==> config.mk <==
export PLATFORM = sky130hd
export DESIGN_NAME = first_fit_segment_allocator
export DESIGN_NICKNAME = d
export VERILOG_FILES = /design/src/ffsa_pkg.sv /design/src/first_fit_segment_allocator.sv
export SDC_FILE = /design/constraint.sdc
export NUM_CORES = 2
export LEC_CHECK = 0
export ABC_CLOCK_PERIOD_IN_PS = 10200
export BUFFER_PORTS_ARGS = -buffer_cell sky130_fd_sc_hd__clkbuf_2
export CAP_MARGIN = 10
export CORE_MARGIN = 5
export CORE_UTILIZATION = 41
export DETAILED_ROUTE_END_ITERATION = 16
export PLACE_DENSITY_LB_ADDON = 0.2
export SLEW_MARGIN = 20
export SYNTH_ARGS = -nofsm -noshare
export SYNTH_HDL_FRONTEND = slang
export SYNTH_SLANG_ARGS = --single-unit
==> constraint.sdc <==
create_clock -name clock -period 10.2 [get_ports clock]
set_input_delay 0.51 -clock clock [delete_from_list [all_inputs] [get_ports clock]]
set_output_delay 0.51 -clock clock [all_outputs]
set_load 0.02 [all_outputs]
==> src/ffsa_pkg.sv <==
// ---------------------------------------------------------------------------
// ffsa_pkg
// Types and constants for the first-fit segment allocator.
// ---------------------------------------------------------------------------
package ffsa_pkg;

   localparam int MEM_UNITS    = 65536;
   localparam int MAX_SEGMENTS = 32;
   localparam int IDX_W        = $clog2(MAX_SEGMENTS);
   localparam int CNT_W        = IDX_W + 1;
   localparam int ADDR_W       = 16;
   localparam int LEN_W        = 17;
   localparam int JOB_W        = 8;

   localparam logic KIND_ALLOC = 1'b0;
   localparam logic KIND_FREE  = 1'b1;

   localparam logic [1:0] STATUS_OK    = 2'd0;
   localparam logic [1:0] STATUS_NOFIT = 2'd1;
   localparam logic [1:0] STATUS_FULL  = 2'd2;

   typedef struct packed {
      logic             kind;
      logic [JOB_W-1:0] job;
      logic [LEN_W-1:0] request_size;
   } req_type;

   typedef struct packed {
      logic [1:0]        status;
      logic [ADDR_W-1:0] granted_start;
   } rsp_type;

   typedef enum logic [2:0] {
      ST_IDLE,
      ST_SCAN,
      ST_SPLIT,
      ST_PREV,
      ST_NEXT,
      ST_FINISH
   } state_type;

   typedef enum logic [2:0] {
      OP_NONE,
      OP_CLAIM,
      OP_RELEASE,
      OP_SPLIT,
      OP_MERGE
   } tbl_op_type;

endpackage

==> src/first_fit_segment_allocator.sv <==
// From accept to result valid: an exact-fit allocate scans the table up to the first hit and
// finishes; a split adds a split step; a failed search scans every entry (at most 32);
// a free scans, then checks the previous and next entries for merges; a zero-size allocate goes
// straight to finish. A result held by rsp_ready stalls the finish step. One item at a time;
// ready returns the cycle after the result loads.
// Reset: the table holds one free segment covering all of memory, no result pending.
// ---------------------------------------------------------------------------
// first_fit_segment_allocator
// First-fit allocator over an address-ordered segment table with coalescing.
// ---------------------------------------------------------------------------
module first_fit_segment_allocator (
   input  logic              clock,
   input  logic              reset,
   input  logic              req_valid,
   output logic              req_ready,
   input  ffsa_pkg::req_type req_item,
   output logic              rsp_valid,
   input  logic              rsp_ready,
   output ffsa_pkg::rsp_type rsp_item
);

   localparam int NSEG = ffsa_pkg::MAX_SEGMENTS;
   localparam int IW   = ffsa_pkg::IDX_W;
   localparam int CW   = ffsa_pkg::CNT_W;
   localparam int AW   = ffsa_pkg::ADDR_W;
   localparam int LW   = ffsa_pkg::LEN_W;
   localparam int JW   = ffsa_pkg::JOB_W;

   ffsa_pkg::state_type  state_ff, state_in;
   ffsa_pkg::tbl_op_type op;
   ffsa_pkg::req_type    req_ff;
   ffsa_pkg::rsp_type    res_ff, res_in;
   ffsa_pkg::rsp_type    rsp_ff;
   logic                 rsp_valid_ff;
   logic [CW-1:0]        idx_ff, idx_in;
   logic [CW-1:0]        count_ff;
   logic [AW-1:0]        cur_start_ff, cur_start_in;
   logic [LW-1:0]        cur_len_ff, cur_len_in;

   logic [AW-1:0]        start_ff [NSEG];
   logic [LW-1:0]        len_ff   [NSEG];
   logic                 free_ff  [NSEG];
   logic [JW-1:0]        owner_ff [NSEG];

   logic [IW-1:0]        rd_addr;
   logic [AW-1:0]        rd_start;
   logic [LW-1:0]        rd_len;
   logic                 rd_free;
   logic [JW-1:0]        rd_owner;
   logic [CW-1:0]        wr_idx;
   logic [CW-1:0]        rm_idx;
   logic [LW-1:0]        new_len;
   logic                 hit;
   logic                 load_rsp;

   assign req_ready = (state_ff == ffsa_pkg::ST_IDLE);
   assign rsp_valid = rsp_valid_ff;
   assign rsp_item  = rsp_ff;

   always_comb begin
      unique case (state_ff)
         ffsa_pkg::ST_PREV: rd_addr = idx_ff[IW-1:0] - IW'(1);
         ffsa_pkg::ST_NEXT: rd_addr = idx_ff[IW-1:0] + IW'(1);
         default:           rd_addr = idx_ff[IW-1:0];
      endcase
   end

   assign rd_start = start_ff[rd_addr];
   assign rd_len   = len_ff[rd_addr];
   assign rd_free  = free_ff[rd_addr];
   assign rd_owner = owner_ff[rd_addr];

   always_comb begin
      if (req_ff.kind == ffsa_pkg::KIND_ALLOC) begin
         hit = rd_free && (rd_len >= req_ff.request_size);
      end else begin
         hit = !rd_free && (rd_owner == req_ff.job);
      end
   end

   always_comb begin
      state_in     = state_ff;
      idx_in       = idx_ff;
      cur_start_in = cur_start_ff;
      cur_len_in   = cur_len_ff;
      res_in       = res_ff;
      op           = ffsa_pkg::OP_NONE;
      wr_idx       = idx_ff;
      rm_idx       = idx_ff + CW'(1);
      new_len      = '0;
      load_rsp     = 1'b0;
      unique case (state_ff)
         ffsa_pkg::ST_IDLE: begin
            if (req_valid) begin
               idx_in = '0;
               res_in = '{status: ffsa_pkg::STATUS_NOFIT, granted_start: '0};
               if (req_item.kind == ffsa_pkg::KIND_ALLOC && req_item.request_size == '0) begin
                  state_in = ffsa_pkg::ST_FINISH;
               end else begin
                  state_in = ffsa_pkg::ST_SCAN;
               end
            end
         end
         ffsa_pkg::ST_SCAN: begin
            if (idx_ff == count_ff) begin
               res_in   = '{status: ffsa_pkg::STATUS_NOFIT, granted_start: '0};
               state_in = ffsa_pkg::ST_FINISH;
            end else if (hit) begin
               cur_start_in = rd_start;
               cur_len_in   = rd_len;
               if (req_ff.kind == ffsa_pkg::KIND_FREE) begin
                  op       = ffsa_pkg::OP_RELEASE;
                  state_in = ffsa_pkg::ST_PREV;
               end else if (rd_len == req_ff.request_size) begin
                  op       = ffsa_pkg::OP_CLAIM;
                  res_in   = '{status: ffsa_pkg::STATUS_OK, granted_start: rd_start};
                  state_in = ffsa_pkg::ST_FINISH;
               end else if (count_ff == CW'(NSEG)) begin
                  res_in   = '{status: ffsa_pkg::STATUS_FULL, granted_start: '0};
                  state_in = ffsa_pkg::ST_FINISH;
               end else begin
                  state_in = ffsa_pkg::ST_SPLIT;
               end
            end else begin
               idx_in = idx_ff + CW'(1);
            end
         end
         ffsa_pkg::ST_SPLIT: begin
            op       = ffsa_pkg::OP_SPLIT;
            res_in   = '{status: ffsa_pkg::STATUS_OK, granted_start: cur_start_ff};
            state_in = ffsa_pkg::ST_FINISH;
         end
         ffsa_pkg::ST_PREV: begin
            if (idx_ff != '0 && rd_free &&
                ({2'b0, rd_start} + {1'b0, rd_len}) == {2'b0, cur_start_ff}) begin
               op           = ffsa_pkg::OP_MERGE;
               wr_idx       = idx_ff - CW'(1);
               rm_idx       = idx_ff;
               new_len      = rd_len + cur_len_ff;
               idx_in       = idx_ff - CW'(1);
               cur_start_in = rd_start;
               cur_len_in   = new_len;
            end
            state_in = ffsa_pkg::ST_NEXT;
         end
         ffsa_pkg::ST_NEXT: begin
            if ((idx_ff + CW'(1)) < count_ff && rd_free &&
                ({2'b0, cur_start_ff} + {1'b0, cur_len_ff}) == {2'b0, rd_start}) begin
               op      = ffsa_pkg::OP_MERGE;
               wr_idx  = idx_ff;
               rm_idx  = idx_ff + CW'(1);
               new_len = cur_len_ff + rd_len;
            end
            res_in   = '{status: ffsa_pkg::STATUS_OK, granted_start: '0};
            state_in = ffsa_pkg::ST_FINISH;
         end
         ffsa_pkg::ST_FINISH: begin
            if (!rsp_valid_ff || rsp_ready) begin
               load_rsp = 1'b1;
               state_in = ffsa_pkg::ST_IDLE;
            end
         end
         default: state_in = ffsa_pkg::ST_IDLE;
      endcase
   end

   always_ff @(posedge clock) begin
      if (reset) begin
         state_ff     <= ffsa_pkg::ST_IDLE;
         rsp_valid_ff <= 1'b0;
         count_ff     <= CW'(1);
      end else begin
         state_ff <= state_in;
         if (load_rsp) begin
            rsp_valid_ff <= 1'b1;
         end else if (rsp_ready) begin
            rsp_valid_ff <= 1'b0;
         end
         if (op == ffsa_pkg::OP_SPLIT) begin
            count_ff <= count_ff + CW'(1);
         end else if (op == ffsa_pkg::OP_MERGE) begin
            count_ff <= count_ff - CW'(1);
         end
      end
   end

   always_ff @(posedge clock) begin
      idx_ff       <= idx_in;
      cur_start_ff <= cur_start_in;
      cur_len_ff   <= cur_len_in;
      res_ff       <= res_in;
      if (req_valid && req_ready) begin
         req_ff <= req_item;
      end
      if (load_rsp) begin
         rsp_ff <= res_ff;
      end
   end

   for (genvar k = 0; k < NSEG; k++) begin : g_entry
      localparam int KP = (k == 0) ? 0 : k - 1;
      localparam int KN = (k == NSEG - 1) ? k : k + 1;
      always_ff @(posedge clock) begin
         if (reset) begin
            free_ff[k]  <= (k == 0);
            start_ff[k] <= '0;
            len_ff[k]   <= (k == 0) ? LW'(ffsa_pkg::MEM_UNITS) : '0;
         end else begin
            unique case (op)
               ffsa_pkg::OP_CLAIM: begin
                  if (CW'(k) == idx_ff) begin
                     free_ff[k]  <= 1'b0;
                     owner_ff[k] <= req_ff.job;
                  end
               end
               ffsa_pkg::OP_RELEASE: begin
                  if (CW'(k) == idx_ff) begin
                     free_ff[k]  <= 1'b1;
                     owner_ff[k] <= '0;
                  end
               end
               ffsa_pkg::OP_SPLIT: begin
                  if (CW'(k) == idx_ff) begin
                     len_ff[k]   <= req_ff.request_size;
                     free_ff[k]  <= 1'b0;
                     owner_ff[k] <= req_ff.job;
                  end else if (CW'(k) == idx_ff + CW'(1)) begin
                     start_ff[k] <= cur_start_ff + req_ff.request_size[AW-1:0];
                     len_ff[k]   <= cur_len_ff - req_ff.request_size;
                     free_ff[k]  <= 1'b1;
                     owner_ff[k] <= '0;
                  end else if (k != 0 && CW'(k) > idx_ff + CW'(1) && CW'(k) <= count_ff) begin
                     start_ff[k] <= start_ff[KP];
                     len_ff[k]   <= len_ff[KP];
                     free_ff[k]  <= free_ff[KP];
                     owner_ff[k] <= owner_ff[KP];
                  end
               end
               ffsa_pkg::OP_MERGE: begin
                  if (CW'(k) == wr_idx) begin
                     len_ff[k] <= new_len;
                  end else if (CW'(k) + CW'(1) == count_ff) begin
                     start_ff[k] <= '0;
                     len_ff[k]   <= '0;
                     free_ff[k]  <= 1'b0;
                  end else if (CW'(k) >= rm_idx && CW'(k) + CW'(1) < count_ff) begin
                     start_ff[k] <= start_ff[KN];
                     len_ff[k]   <= len_ff[KN];
                     free_ff[k]  <= free_ff[KN];
                     owner_ff[k] <= owner_ff[KN];
                  end
               end
               default: begin
               end
            endcase
         end
      end
   end

`ifndef SYNTHESIS
   a_count_range: assert property (@(posedge clock) disable iff (reset)
      count_ff != '0 && count_ff <= CW'(NSEG))
      else $error("segment count out of range");

   a_busy_after_accept: assert property (@(posedge clock) disable iff (reset)
      req_valid && req_ready |=> !req_ready)
      else $error("ready while an item is in progress");

   a_first_start_zero: assert property (@(posedge clock) disable iff (reset)
      start_ff[0] == '0)
      else $error("first segment does not start at zero");

   a_fail_no_start: assert property (@(posedge clock) disable iff (reset)
      rsp_valid && rsp_item.status != ffsa_pkg::STATUS_OK |-> rsp_item.granted_start == '0)
      else $error("failed item carries a start address");
`endif

endmodule
==> impl_metrics.env <==
export IMPL_power_density_mw_per_mm2=290
export IMPL_portBuffers=49
export IMPL_overflow=0
export IMPL_areaGrowthSynthToFinish_pct=17.1
export IMPL_antenna_found_initial=26
export IMPL_cpMostUsedCell="nand2_1"
export IMPL_path_class="reg -> reg"
export IMPL_max_clock_path_buffers=3
export IMPL_grt_util_met3_pct=8.56
export IMPL_die_h_um=492
export IMPL_worst_slew_pin_slew_ps=1250
export IMPL_outcome="finished, final reports clean"
export IMPL_ys_flop_type="edfxtp_1"
export IMPL_maxCapViolations=0
export IMPL_via_per_inst=7.25
export IMPL_use_met2_pct=57.2
export IMPL_drc=0
export IMPL_cp_data_arrival_time_ps=10580
export IMPL_synth_edff_count=1445
export IMPL_fmax_mhz=100
export IMPL_post_route_util_pct=48.1
export IMPL_synth_seq_cells=1455
export IMPL_critPathCaptureType="flip-flop"
export IMPL_routed_wl_um=474000
export IMPL_relSlewSlack_pct=15.9
export IMPL_clockRootBuffer="clkbuf_16"
export IMPL_dp_hpwl_um=354000
export IMPL_dieArea_mm2=0.242
export IMPL_synth_area_leaders="edfxtp_1 46%, mux4_2 7.0%, nand2_1 6.0%"
export IMPL_critPathMaxStageDelay_ps=580
export IMPL_clock_sinks=1455
export IMPL_track_usage_pct=37.5
export IMPL_avgSynthCellArea_um2=10.3
export IMPL_crit_path_start_kind="flip-flop"
export IMPL_grt_first_pass_wirelength_um=667000
export IMPL_tns_ps=0
export IMPL_yosysWarnings=0
export IMPL_critPathTopFamily="simple AND/OR/NAND/NOR gates"
export IMPL_h_tree_depth=4
export IMPL_drt_iter0_markers=17127
export IMPL_cp_max_fo=54
export IMPL_final_max_slew_viol_count=0
export IMPL_layout_drive_gt1_share_pct=18.8
export IMPL_nFillCells=21454
export IMPL_place_gp_congestion=1.06
export IMPL_nets=9650
export IMPL_finalCritPeriodShare_pct=97.8
export IMPL_worst_path_buf_inv=9
export IMPL_ys_seq_area_share_pct=45.7
export IMPL_postRouteAntennaNets=0
export IMPL_critPathRequiredTime_ps=10810
export IMPL_clkTransAtPathRegs_ps=60
export IMPL_p_leak_nw=40.8
export IMPL_start_util_pct=41.1
export IMPL_wl_per_cell_um=37.3
export IMPL_yosys_area_top_type="edfxtp_1"
export IMPL_grt_busiest_layer="met2"
export IMPL_finalWorstPathRequiredPeriod_ps=9970
export IMPL_clk_latency_ps=870
export IMPL_vdd_ir_drop_worst_v=0.000370
export IMPL_via_count=92138
export IMPL_fp_coreArea_mm2=0.232
export IMPL_async_flop_share_pct=0
export IMPL_numCtsBuffers=173
export IMPL_grt_setup_unrepaired="false"
export IMPL_ios=50
export IMPL_die_x_um=492
export IMPL_setup_viol=0
export IMPL_ys_types=107
export IMPL_cts_tree="done"
export IMPL_hold_class="in -> reg"
export IMPL_postSynthCellCount=9271
export IMPL_slowest_stage="ha_1"
export IMPL_grt_use_met1_pct=49.1
export IMPL_syn_nets=9417
export IMPL_rows=177
export IMPL_hold_ws_ps=180
export IMPL_fin_skew_ps=61.9
export IMPL_hold_violations=0
export IMPL_netlist_area_mm2=0.0953
export IMPL_grt_max_degree=55
export IMPL_first_global_vias=88537
export IMPL_yosysTopAreaCellShare_pct=45.5
export IMPL_drt_pass1_iterations=13
[cell usage after synthesis (43+ instances only)]
cell type / n
inv_1: 157
a221o_1: 343
xnor2_1: 98
a22o_1: 65
o21ai_0: 573
o211ai_1: 388
a21o_1: 146
edfxtp_1: 1445
o21ai_1: 75
buf_1: 49
mux4_2: 295
ha_1: 112
a21oi_1: 284
nand2b_1: 43
a211oi_1: 91
nor3_1: 108
mux2i_1: 199
a22oi_1: 292
and3_1: 85
a222oi_1: 489
buf_2: 184
nand3_1: 157
clkbuf_1: 693
nor2_1: 657
nand2_1: 1528
[timing repair]
action | 4_1_cts | 5_1_grt
gates cloned | 1 | 0
pin swaps | 1 | 5
endpoints found under the hold margin | 26 | 0
gates resized for setup | 3 | 23
setup buffers | 4 | 7
setup endpoints to repair | 115 | 1978
hold buffers | 26 | 0
[cell type report]
class	count	area (µm²)	area share, %
Sequential cell	1455	43600	39.0
Clock buffer	207	4520	4.05
Multi-Input combinational cell	6683	48300	43.2
Clock inverter	116	1250	1.12
Antenna cell	12	30.0	0.0269
Inverter	167	627	0.561
Timing Repair Buffer	1024	9590	8.58
Tap cell	3043	3810	3.41
[cells in the final DEF (no fill, tap or decap), drive strengths merged, types with 41 or more instances in the layout]
master,n
a22oi,293
o211ai,388
nor4,46
edfxtp,1445
a21o,146
clkinv,88
a31oi,41
nor2,663
nand3,157
ha,112
mux4,295
a211oi,92
xnor2,98
a221o,343
nand2b,43
nand2,1531
a21oi,287
mux2i,200
a22o,65
buf,950
inv,167
o21ai,648
nor3,114
a222oi,489
and3,85
clkbuf,255
[metrics by stage]
stage | total power [mW] | setup WS [ps] | cell area [µm²] | instances
6_report | 32.4 | 225 | 112000 | 12707
5_1_grt | 33.0 | 9.72 | 112000 | 12698
4_1_cts | 31.6 | 23.4 | 111000 | 12687
3_5_place_dp | 25.1 | -121 | 105000 | 12333
3_3_place_gp | 25.1 | -209 | 105000 | 12332
2_1_floorplan | 16.6 | 37.0 | 95400 | 9271
[per-layer routing]
| layer | vias up | share of wire [%] |
|---|---|---|
| met3 | 1521 | 12 |
| met2 | 7227 | 44 |
| met4 | 14 | 7.5 |
| met5 | - | 0.021 |
| met1 | 46056 | 37 |
| li1 | 37320 | - |
[state kept, by name (all words and copies together), names as in the netlist]
register,flops
state_ff,3
free_ff,32
req_ff,26
start_ff,512
cur_start_ff,16
rsp_item,18
count_ff,6
len_ff,544
cur_len_ff,17
idx_ff,6
rsp_valid,1
res_ff,18
owner_ff,256
[power breakdown]
group | switching (mW) | internal (mW)
logic | 12.7 | 5.93
clock network | 2.81 | 3.69
registers | 0.308 | 6.97
total | 15.8 | 16.6
[cells by family (layout without fill, tap and decap cells)]
family | Yosys count | after routing | synth area share, %
fa+ha+maj | 121 | 121 | 1.61
compound gates | 3043 | 3043 | 24.1
simple gates | 2871 | 2872 | 13.1
xor+xnor | 132 | 132 | 1.23
flops | 1455 | 1455 | 45.7
mux | 515 | 515 | 9.31
buf+inv | 1134 | 1514 | 4.92
other cells | 0 | 12 | 0
[final timing paths]
check	slack, ps	to	depth (start not counted)	from
worst max-delay path	230	start_ff[7][0]$_DFFE_PP_	38	state_ff[1]$_SDFFE_PP0P_
worst min-delay path	180	rsp_valid$_SDFFE_PP0P_	3	rsp_ready
worst min register to register	420	rsp_item[15]$_DFFE_PP_	0	res_ff[15]$_DFFE_PP_
worst max register to register	230	start_ff[7][0]$_DFFE_PP_	38	state_ff[1]$_SDFFE_PP0P_
[worst reg2reg max path, delay by kind of cell, from the launching register on]
family | cells | cell delay, ps
and+or+nand+nor | 18 | 3870
buffers and inverters | 9 | 1940
AOI/OAI and AO/OA | 7 | 1830
adders and majority gates | 2 | 1110
muxes | 2 | 650
DFF | 1 | 330
(Power assumes the default switching activity.)
